<file path="config.mk">
export PLATFORM = sky130hd
export DESIGN_NAME = lfuc_ctrl
export DESIGN_NICKNAME = d
export VERILOG_FILES = /design/src/rtl/lfuc_pkg.sv /design/src/rtl/lfuc_ctrl.sv
export SDC_FILE = /design/constraint.sdc
export NUM_CORES = 1
export LEC_CHECK = 0
export ABC_AREA = 1
export BUFFER_PORTS_ARGS = -buffer_cell sky130_fd_sc_hd__clkbuf_2
export CORE_AREA = 4 4 41 43
export CTS_BUF_LIST = sky130_fd_sc_hd__clkbuf_8
export DETAILED_ROUTE_END_ITERATION = 7
export DIE_AREA = 0 0 45 47
export GPL_TIMING_DRIVEN = 0
export SYNTH_ARGS = -nofsm -noshare
export SYNTH_HDL_FRONTEND = slang
export SYNTH_SLANG_ARGS = --single-unit
</file>
<file path="constraint.sdc">
create_clock -name i_clk -period 1.8 [get_ports i_clk]
set_clock_uncertainty 0.15 [all_clocks]
set_input_delay 0.27 -clock i_clk [delete_from_list [all_inputs] [get_ports i_clk]]
set_output_delay 0.27 -clock i_clk [all_outputs]
set_load 0.005 [all_outputs]
</file>
<file path="src/rtl/lfuc_pkg.sv">
// Package for the LFU write-back block cache: sizes, command and result codes,
// payload structs and the command/status structs between controller and datapath.
// Depends on nothing.
package lfuc_pkg;

    localparam int ENTRIES      = 16;
    localparam int ENT_W        = $clog2(ENTRIES);
    localparam int INDEX_WIDTH  = 32;
    localparam int COUNT_WIDTH  = 16;
    localparam int DATA_WIDTH   = 64;
    localparam int OFFSET_WIDTH = 48;
    localparam int BSIZE_WIDTH  = 17;
    localparam int CAP_WIDTH    = 5;
    localparam int USED_W       = ENT_W + 1;

    // Command codes.
    localparam logic [2:0] CMD_READ  = 3'd0;
    localparam logic [2:0] CMD_WRITE = 3'd1;
    localparam logic [2:0] CMD_FILL  = 3'd2;
    localparam logic [2:0] CMD_FLUSH = 3'd3;
    localparam logic [2:0] CMD_CLOSE = 3'd4;

    // Result kinds.
    localparam logic [2:0] KIND_READ_HIT  = 3'd0;
    localparam logic [2:0] KIND_READ_MISS = 3'd1;
    localparam logic [2:0] KIND_WRITE     = 3'd2;
    localparam logic [2:0] KIND_FILL      = 3'd3;
    localparam logic [2:0] KIND_FLUSH_WB  = 3'd4;
    localparam logic [2:0] KIND_FLUSH_END = 3'd5;

    // Configuration register indexes.
    localparam logic [0:0] REG_CAPACITY   = 1'd0;
    localparam logic [0:0] REG_BLOCK_SIZE = 1'd1;

    localparam logic [CAP_WIDTH-1:0]   CAP_RESET   = CAP_WIDTH'(16);
    localparam logic [BSIZE_WIDTH-1:0] BSIZE_RESET = BSIZE_WIDTH'(4096);

    typedef struct packed {
        logic [2:0]  cmd;
        logic [31:0] block_index;
        logic [63:0] write_data;
        logic [3:0]  byte_count;
    } t_in_item;

    typedef struct packed {
        logic [2:0]  kind;
        logic [63:0] read_data;
        logic        wb_valid;
        logic [31:0] wb_block;
        logic [47:0] wb_offset;
        logic [63:0] wb_data;
        logic        last;
    } t_out_item;

    typedef struct packed {
        logic [0:0]  index;
        logic [16:0] data;
    } t_cfg_item;

    // Controller to datapath commands.
    typedef struct packed {
        logic             latch_in;   // capture the input item
        logic             scan_clr;   // restart the entry scan
        logic             scan_step;  // examine entry at scan pointer, advance
        logic             evict;      // drop the chosen victim, capture writeback
        logic             install;    // write or update the entry
        logic             wb_scan;    // capture writeback of scan entry, clear dirty
        logic             clear_all;  // close: invalidate everything
        logic             bump_hit;   // read hit: count a use
        logic [2:0]       out_kind;
        logic             out_wb;
        logic             out_last;
        logic             out_load;   // load the result register
    } t_dp_cmd;

    // Datapath to controller status.
    typedef struct packed {
        logic [2:0] cmd;
        logic       scan_done;   // scan pointer passed the last entry
        logic       hit;         // a matching entry was found
        logic       full;        // valid entries reach capacity
        logic       have_victim;
        logic       victim_dirty;
        logic       cur_dirty;   // entry at scan pointer is valid and dirty
    } t_dp_sts;

    // Byte mask of the low n bytes, saturated at the word width.
    function automatic logic [DATA_WIDTH-1:0] byte_mask(input logic [3:0] n);
        logic [DATA_WIDTH-1:0] m;
        m = '0;
        for (int b = 0; b < DATA_WIDTH / 8; b++) begin
            if (4'(b) < n) begin
                m[b*8 +: 8] = 8'hff;
            end
        end
        return m;
    endfunction

endpackage

</file>
<file path="src/rtl/lfuc_ctrl.sv">
// Controller state machine of the LFU cache: sequences scans, updates and results.
// Depends on lfuc_pkg for codes and the command/status structs.
module lfuc_ctrl (
    input  logic              i_clk,
    input  logic              i_rst_n,
    input  logic              i_in_valid,
    output logic              o_in_ready,
    input  logic              i_out_busy,
    output lfuc_pkg::t_dp_cmd o_cmd,
    input  lfuc_pkg::t_dp_sts i_sts
);
    import lfuc_pkg::*;

    localparam logic [2:0] ST_IDLE   = 3'd0;
    localparam logic [2:0] ST_SEARCH = 3'd1;
    localparam logic [2:0] ST_DECIDE = 3'd2;
    localparam logic [2:0] ST_SCAN   = 3'd3;
    localparam logic [2:0] ST_WB     = 3'd4;
    localparam logic [2:0] ST_END    = 3'd5;

    logic [2:0] r_state, n_state;

    always_comb begin
        o_cmd      = '0;
        n_state    = r_state;
        o_in_ready = 1'b0;
        case (r_state)
            ST_IDLE: begin
                o_in_ready = 1'b1;
                if (i_in_valid) begin
                    o_cmd.latch_in = 1'b1;
                    o_cmd.scan_clr = 1'b1;
                    n_state        = ST_SEARCH;
                end
            end
            // One entry per cycle: tag match, valid count and LFU victim.
            ST_SEARCH: begin
                if (i_sts.cmd == CMD_FLUSH || i_sts.cmd == CMD_CLOSE) begin
                    o_cmd.scan_clr = 1'b1;
                    n_state        = ST_SCAN;
                end else if (i_sts.cmd > CMD_CLOSE) begin
                    n_state = ST_IDLE;
                end else if (i_sts.scan_done) begin
                    n_state = ST_DECIDE;
                end else begin
                    o_cmd.scan_step = 1'b1;
                end
            end
            ST_DECIDE: begin
                if (!i_out_busy) begin
                    o_cmd.out_load = 1'b1;
                    o_cmd.out_last = 1'b1;
                    n_state        = ST_IDLE;
                    if (i_sts.cmd == CMD_READ) begin
                        o_cmd.out_kind = i_sts.hit ? KIND_READ_HIT : KIND_READ_MISS;
                        o_cmd.bump_hit = i_sts.hit;
                    end else begin
                        o_cmd.out_kind = (i_sts.cmd == CMD_WRITE) ? KIND_WRITE : KIND_FILL;
                        o_cmd.install  = 1'b1;
                        if (!i_sts.hit && i_sts.full && i_sts.have_victim) begin
                            o_cmd.evict  = 1'b1;
                            o_cmd.out_wb = i_sts.victim_dirty;
                        end
                    end
                end
            end
            // Flush walk: clean entries one per cycle; dirty ones wait to emit a writeback.
            ST_SCAN: begin
                if (i_sts.scan_done) begin
                    n_state = ST_END;
                end else if (i_sts.cur_dirty) begin
                    n_state = ST_WB;
                end else begin
                    o_cmd.scan_step = 1'b1;
                end
            end
            ST_WB: begin
                if (!i_out_busy) begin
                    o_cmd.out_load  = 1'b1;
                    o_cmd.out_kind  = KIND_FLUSH_WB;
                    o_cmd.out_wb    = 1'b1;
                    o_cmd.wb_scan   = 1'b1;
                    o_cmd.scan_step = 1'b1;
                    n_state         = ST_SCAN;
                end
            end
            ST_END: begin
                if (!i_out_busy) begin
                    o_cmd.out_load  = 1'b1;
                    o_cmd.out_kind  = KIND_FLUSH_END;
                    o_cmd.out_last  = 1'b1;
                    o_cmd.clear_all = (i_sts.cmd == CMD_CLOSE);
                    n_state         = ST_IDLE;
                end
            end
            default: n_state = ST_IDLE;
        endcase
    end

    always_ff @(posedge i_clk) begin
        if (!i_rst_n) begin
            r_state <= ST_IDLE;
        end else begin
            r_state <= n_state;
        end
    end

`ifndef NO_ASSERTIONS
    // An item is only taken when idle.
    a_accept_idle: assert property (@(posedge i_clk) disable iff (!i_rst_n)
        o_cmd.latch_in |-> r_state == ST_IDLE)
        else $error("item accepted outside idle");
    // A result is never loaded while the output register is full.
    a_no_overwrite: assert property (@(posedge i_clk) disable iff (!i_rst_n)
        o_cmd.out_load |-> !i_out_busy)
        else $error("result register overwritten");
    // A flush writeback always points at a valid dirty entry.
    a_wb_dirty: assert property (@(posedge i_clk) disable iff (!i_rst_n)
        (r_state == ST_WB) |-> i_sts.cur_dirty)
        else $error("writeback without dirty entry");
`endif
endmodule

</file>
==> impl_results.md, run 1 <==
* Syn avg cell area at 5.15 sq um
* Sw Share at 43.8%
* Number of flops mapped to enable cells by yosys at 0
* Startpoint types: register
* Hold-fix buffers, CTS at 0
* DP Area at 587 sq um
* Worst-Margin Slew at 0.389 ns
* Post-Syn Area at 433 sq um
* Post-route ant nets at 0
* Vias in the first global route at 510
* Proportion of layout cells with a drive suffix above 1 at 41.7%
* Count of pins over their slew limit at 0
* Initial DRC Count at 7
* Comb pwr share at 63.3%
* Worst EP required at 1.38 ns
* Overall power at 873 uW
* Synth Register Bits at 3
* DP Worst Slack at 0.195 ns
* Synth Warn # at 0
* DR vias at 604
* Pre-Repair DR Iteration Count at 2
* Largest Register: r_state
* Switching power at 382 uW
* Worst setup startpoint: r_state[2]
* Clock period minus worst slack at 1.73 ns
* Wire length per cell at 9.19 um
* Post-synth top area cell: nor2_1
* P_leak at 0.440 nW
* Total CTS buffers at 3
* Worst EP arrival at 1.31 ns
* Top post-synthesis cells by count: nor2_1 (22), nand2_1 (18), inv_1 (12)
* H-tree levels at 1
* First-pass GRT wire length at 1.82 mm
* R2R Path Start: r_state[2]
* Area fraction of the dominant cell type after synthesis at 19.1%
* Synth top area cells: nor2_1 (19%), nand2_1 (16%), dfxtp_1 (14%)
* Flop pwr share at 15.2%
* Chip Width at 45 um
* Hold_sp: i_rst_n
* Final global-route overflow total at 0
* Worst stage delay on the critical path at 0.33 ns
* Largest net degree at the start of global routing at 8
* GRT Overall Usage at 11.6%
* Seq/Total Area, Yosys at 13.9%
* Ys flop type: dfxtp_1
* Fin cells at 135
* Max FFs per register at 3
* Num ports at 28
* Fin. Hold Viols at 0
* Cell with the most instances after synthesis: nor2_1
* Drt total wl at 1.24 mm
* Slowest-stage cell, CP: dfxtp_2
* Clock power share at 21.5%
* PD cells at 1290 nW/um^2
* Setup violations, final at 0
* Clock transition at path regs at 0.03 ns
* Residual DRC count at 0
* Crit path max fanout at 6
* Later-pin clock latency in the skew report at 0.21 ns
* Largest regs: r_state x3
* Status: completed
* Max Freq at 577 MHz
* Syn-to-layout area delta at 56.1%
* Mapped Nets at 97
* Max-Cap Viols at 0
* Final RePlAce weighted congestion at 0.731
* Setup ws final at 0.0659 ns
* Ys async rst share at 0%
* VDD IR max at 0.695 mV
* Tcrit/Tclk final at 96.3%
* Max clock buf depth at 2
* DIE HEIGHT at 47 um
* # nets final at 134
* Port-buffer cells at 27
* Slew headroom at 73.8%
* Site Rows at 13
* Initial antenna violation count at 0
* Crit. End Element: primary output
* Placed cells at 126
* Routed vias/inst at 4.47
* Fill cell count at 135
* Class of the worst hold path: in2reg
* Crit-path cells: inv_2 -> buf_4 -> nand3_1 -> a21oi_1 -> or2_2 -> clkbuf_2
* Initial core utilization at 33.3%
* Crit Path Class: reg2out
* Diodes inserted at 0
* Hpwl dp at 1.01 mm
* Num Clock Sinks at 3
* Mapped Cells at 84
* Design area at 676 sq um
* CTS Root Cell: clkbuf_8
* Die area at 2120 sq um
* Internal Pwr Total at 491 uW
* Core Region at 1300 sq um
* Post-synth cell types at 20
* Fin Setup TNS at 0 ns
* CTS tree: yes
==> power groups by stage <==
stage	combinational [mW]	sequential, mW	clock [mW]
2_1_floorplan	0.357	0.121	0
3_3_place_gp	0.503	0.127	0
3_5_place_dp	0.506	0.126	0
4_1_cts	0.508	0.125	0.194
5_1_grt	0.619	0.138	0.198
6_report	0.552	0.133	0.188
==> worst paths after layout <==
check	slack, ns	to	depth (start not counted)
max	0.07	o_cmd[12]	6
min reg2reg	0.36	r_state[0]	2
max reg2reg	0.38	r_state[2]	9
min	0.13	r_state[0]	3
==> cells by family after synthesis <==
family | after synthesis | synth area share, %
compound gates | 6 | 10.1
buf+inv | 16 | 13.9
flops | 3 | 13.9
simple gates | 59 | 62.1
==> worst max-delay path: cells and delay by family, from the launching register on <==
kind | cells | cell delay [ns]
flops | 1 | 0.33
simple gates | 2 | 0.38
compound gates | 1 | 0.08
buf+inv | 3 | 0.30
==> per-stage QoR <==
step | hold WS (ns) | util, %
final | 0.133 | 51.9
after detailed placement | 0.364 | 45.1
after global placement | 0.359 | 45.1
after floorplan | 0.240 | -
after global routing | 0.156 | 51.9
after CTS | 0.138 | 48.6
==> layout make-up <==
| class | instances | area [sq um] | share of cell area [%] |
|---|---|---|---|
| inverter | 16 | 60.1 | 8.89 |
| timing repair buffer | 32 | 173 | 25.6 |
| tap | 15 | 18.8 | 2.78 |
| multi-input combinational | 65 | 315 | 46.7 |
| sequential | 3 | 63.8 | 9.44 |
| clock inverter | 1 | 3.75 | 0.556 |
| clock buffer | 3 | 41.3 | 6.11 |
==> cells in the final DEF, fill, tap and decap left out, drive strengths merged <==
cell type / instances
clkbuf: 29
nor2: 24
nand2: 19
inv: 17
nand3: 10
buf: 6
dfxtp: 3
a21oi: 3
nand4: 2
nor3: 2
o21ai: 2
nor4: 1
o31ai: 1
or2: 1
==> routing by layer <==
layer	global-route usage [%]	share of wire, %	vias up
met2	21.2	48	21
met5	0	0	-
li1	-	-	334
met4	7.02	1.3	0
met1	12.4	43	247
met3	1.92	7.7	2
==> repair_timing <==
action / 4_1_cts / 5_1_grt
setup buffers: 0 / 5
endpoints found under the setup margin: 0 / 3
resized for setup: 0 / 5
(Power assumes the default switching activity.)
==> run 2, diff against run 1 <==
--- a/config.mk
+++ b/config.mk
@@ -6,12 +6,13 @@
 export NUM_CORES = 1
 export LEC_CHECK = 0
 export ABC_AREA = 1
-export BUFFER_PORTS_ARGS = -buffer_cell sky130_fd_sc_hd__clkbuf_2
-export CORE_AREA = 4 4 41 43
+export CORE_AREA = 2 2 39 41
 export CTS_BUF_LIST = sky130_fd_sc_hd__clkbuf_8
 export DETAILED_ROUTE_END_ITERATION = 7
-export DIE_AREA = 0 0 45 47
+export DIE_AREA = 0 0 41 43
+export DONT_BUFFER_PORTS = 1
 export GPL_TIMING_DRIVEN = 0
+export RECOVER_POWER = 25
 export SYNTH_ARGS = -nofsm -noshare
 export SYNTH_HDL_FRONTEND = slang
 export SYNTH_SLANG_ARGS = --single-unit
==> run 2 against run 1 <==
  * Hold slack worse by 0.11 ns
  * Largest cell class unchanged
  * Clock power about the same
  * Critical path type unchanged
  * Setup slack better by 0.029 ns
==> impl_results.md, run 2 (synthesis results as in run 1) <==
* Chip Width at 41 um (-8.9%)
* # nets final at 104 (-22%)
* Clock transition at path regs at 0.03 ns (about the same)
* Tcrit/Tclk final at 94.7% (-1.6 points)
* Worst stage delay on the critical path at 0.32 ns (about the same)
* Switching power at 342 uW (-10%)
* Flop pwr share at 17.3% (+2.1 points)
* Slew headroom at 60.6% (-13 points)
* DIE HEIGHT at 43 um (-8.5%)
* Residual DRC count at 0 (unchanged)
* Setup ws final at 0.0947 ns (+0.0289 ns)
* Site Rows at 14 (+1)
* PD cells at 1390 nW/um^2 (+7.6%)
* Wire length per cell at 9.62 um (+4.7%)
* Die area at 1760 sq um (-17%)
* Largest net degree at the start of global routing at 8 (unchanged)
* Internal Pwr Total at 397 uW (-19%)
* Buf/Inv on CP at 2 (-1)
* Final global-route overflow total at 0 (unchanged)
* Setup violations, final at 0 (unchanged)
* Worst path depth at 4 (-2)
* Later-pin clock latency in the skew report at 0.21 ns (about the same)
* Max Freq at 586 MHz (+1.7%)
* Comb pwr share at 57.2% (-6.1 points)
* Syn-to-layout area delta at 22.8%
* Post-route ant nets at 0 (unchanged)
* Port-buffer cells at 0 (-100%)
* VDD IR max at 0.681 mV (-2.0%)
* Crit. End Element: primary output
* Crit path max fanout at 7 (+1)
* Routed vias/inst at 4.73 (+5.6%)
* DP Area at 453 sq um (-23%)
* Setup slack, reg-to-reg at 0.39 ns (about the same)
* Initial DRC Count at 6 (-1)
* Max FFs per register at 3 (unchanged)
* Design area at 532 sq um (-21%)
* CTS tree: yes
* Core Region at 1380 sq um (+6.3%)
* Drt total wl at 1.02 mm (-18%)
* Fin Setup TNS at 0 ns (unchanged)
* Hpwl dp at 835 um (-18%)
* CP delay by family, top: buffers and inverters
* H-tree levels at 1 (unchanged)
* Startpoint types: register
* Max clock buf depth at 2 (unchanged)
* Crit-path cells: inv_2 -> nand4_1 -> buf_4 -> o31ai_4
* Clock power share at 25.5% (+4.0 points)
* Crit Path Class: reg2out
* Commonest non-fill, non-tap cell in the layout: nor2_1
* Largest regs: r_state x3
* Class of the worst hold path: in2reg
* RSZ-0062 raised after global routing: no
* Sw Share at 46.3% (+2.6 points)
* Largest Register: r_state
* Diodes inserted at 0 (unchanged)
* DR vias at 501 (-17%)
* Num Clock Sinks at 3 (unchanged)
* Proportion of layout cells with a drive suffix above 1 at 18.9% (-23 points)
* Worst-Margin Slew at 0.585 ns (+0.196 ns)
* Slowest-stage cell, CP: dfxtp_1
* First-pass GRT wire length at 1.52 mm (-17%)
* Commonest cells after routing, fill and taps aside: nor2_1 (21), nand2_1 (18), inv_1 (14)
* GRT Overall Usage at 12.5% (+0.94 points)
* Initial core utilization at 31.3% (-2.0 points)
* Worst EP required at 1.38 ns (about the same)
* Total CTS buffers at 3 (unchanged)
* Initial antenna violation count at 0 (unchanged)
* Count of pins over their slew limit at 0 (unchanged)
* Fin. Hold Viols at 0 (unchanged)
* CTS Root Cell: clkbuf_8
* Pre-Repair DR Iteration Count at 4 (+2)
* Hold-fix buffers, CTS at 0 (unchanged)
* Hold Crit Depth at 2 (-1)
* Worst EP arrival at 1.29 ns (-0.02 ns)
* Final RePlAce weighted congestion at 0.752 (+2.9%)
* Vias in the first global route at 412 (-19%)
* Status: completed
* Clock period minus worst slack at 1.71 ns (-0.0289 ns)
* FF-to-FF path depth at 8 (-1)
* P_leak at 0.309 nW (-30%)
* Num ports at 28 (unchanged)
* DP Worst Slack at 0.289 ns (+0.0937 ns)
* Max-Cap Viols at 0 (unchanged)
run 2: worst reg2reg max path: stages, from the launching register on:
cell and delay [ns]:
dfxtp_1 0.38, inv_1 0.11, nand3_1 0.18, nor2_4 0.05, a21oi_4 0.15, inv_2 0.05, nor2_2 0.12, nor2_1 0.05
nor2_1 0.10
run 2: cell type report:
cell class | instances | area (sq um)
Sequential cell | 3 | 61.3
Inverter | 16 | 60.1
Timing Repair Buffer | 2 | 15.0
Tap cell | 16 | 20.0
Clock inverter | 1 | 3.75
Multi-Input combinational cell | 65 | 330
Clock buffer | 3 | 41.3
Fill cell | 154 | 852
run 2: path summary, 6_finish.rpt:
kind / start / to
setup / recovery: r_state[2] / o_cmd[3]
hold / removal: i_rst_n / r_state[0]
setup reg to reg: r_state[1] / r_state[0]
hold reg to reg: r_state[1] / r_state[1]
run 2: per-layer routing:
metal | share of wire, % | GRT usage [%] | wire [um]
met1 | 45 | 14.4 | 457
met2 | 49 | 20.0 | 501
met3 | 6.0 | 2.09 | 61
met4 | 0 | 8.00 | 0
met5 | 0 | 0 | 0
run 2: timing repair:
action / 4_1_cts / 5_1_grt
gates resized for setup: 0 / 5
setup buffers: 0 / 2
endpoints found under the setup margin: 0 / 3
endpoints found under the hold margin: 0 / 0
run 2: per-stage QoR:
step,cells,utilization [%],hold WS [ns],power [mW]
detailed placement,100,32.7,0.249,0.539
floorplan,84,-,0.240,0.478
finish,106,38.4,0.0237,0.739
global placement,100,32.7,0.249,0.536
CTS,104,36.0,0.0207,0.737
global route,106,38.4,0.0241,0.816
run 2: power by group through the flow:
stage / Combinational, mW / Sequential (mW) / Clock, mW
4_1_cts: 0.413 / 0.126 / 0.198
6_report: 0.423 / 0.128 / 0.188
3_5_place_dp: 0.411 / 0.127 / 0
2_1_floorplan: 0.357 / 0.121 / 0
5_1_grt: 0.482 / 0.134 / 0.201
3_3_place_gp: 0.409 / 0.127 / 0
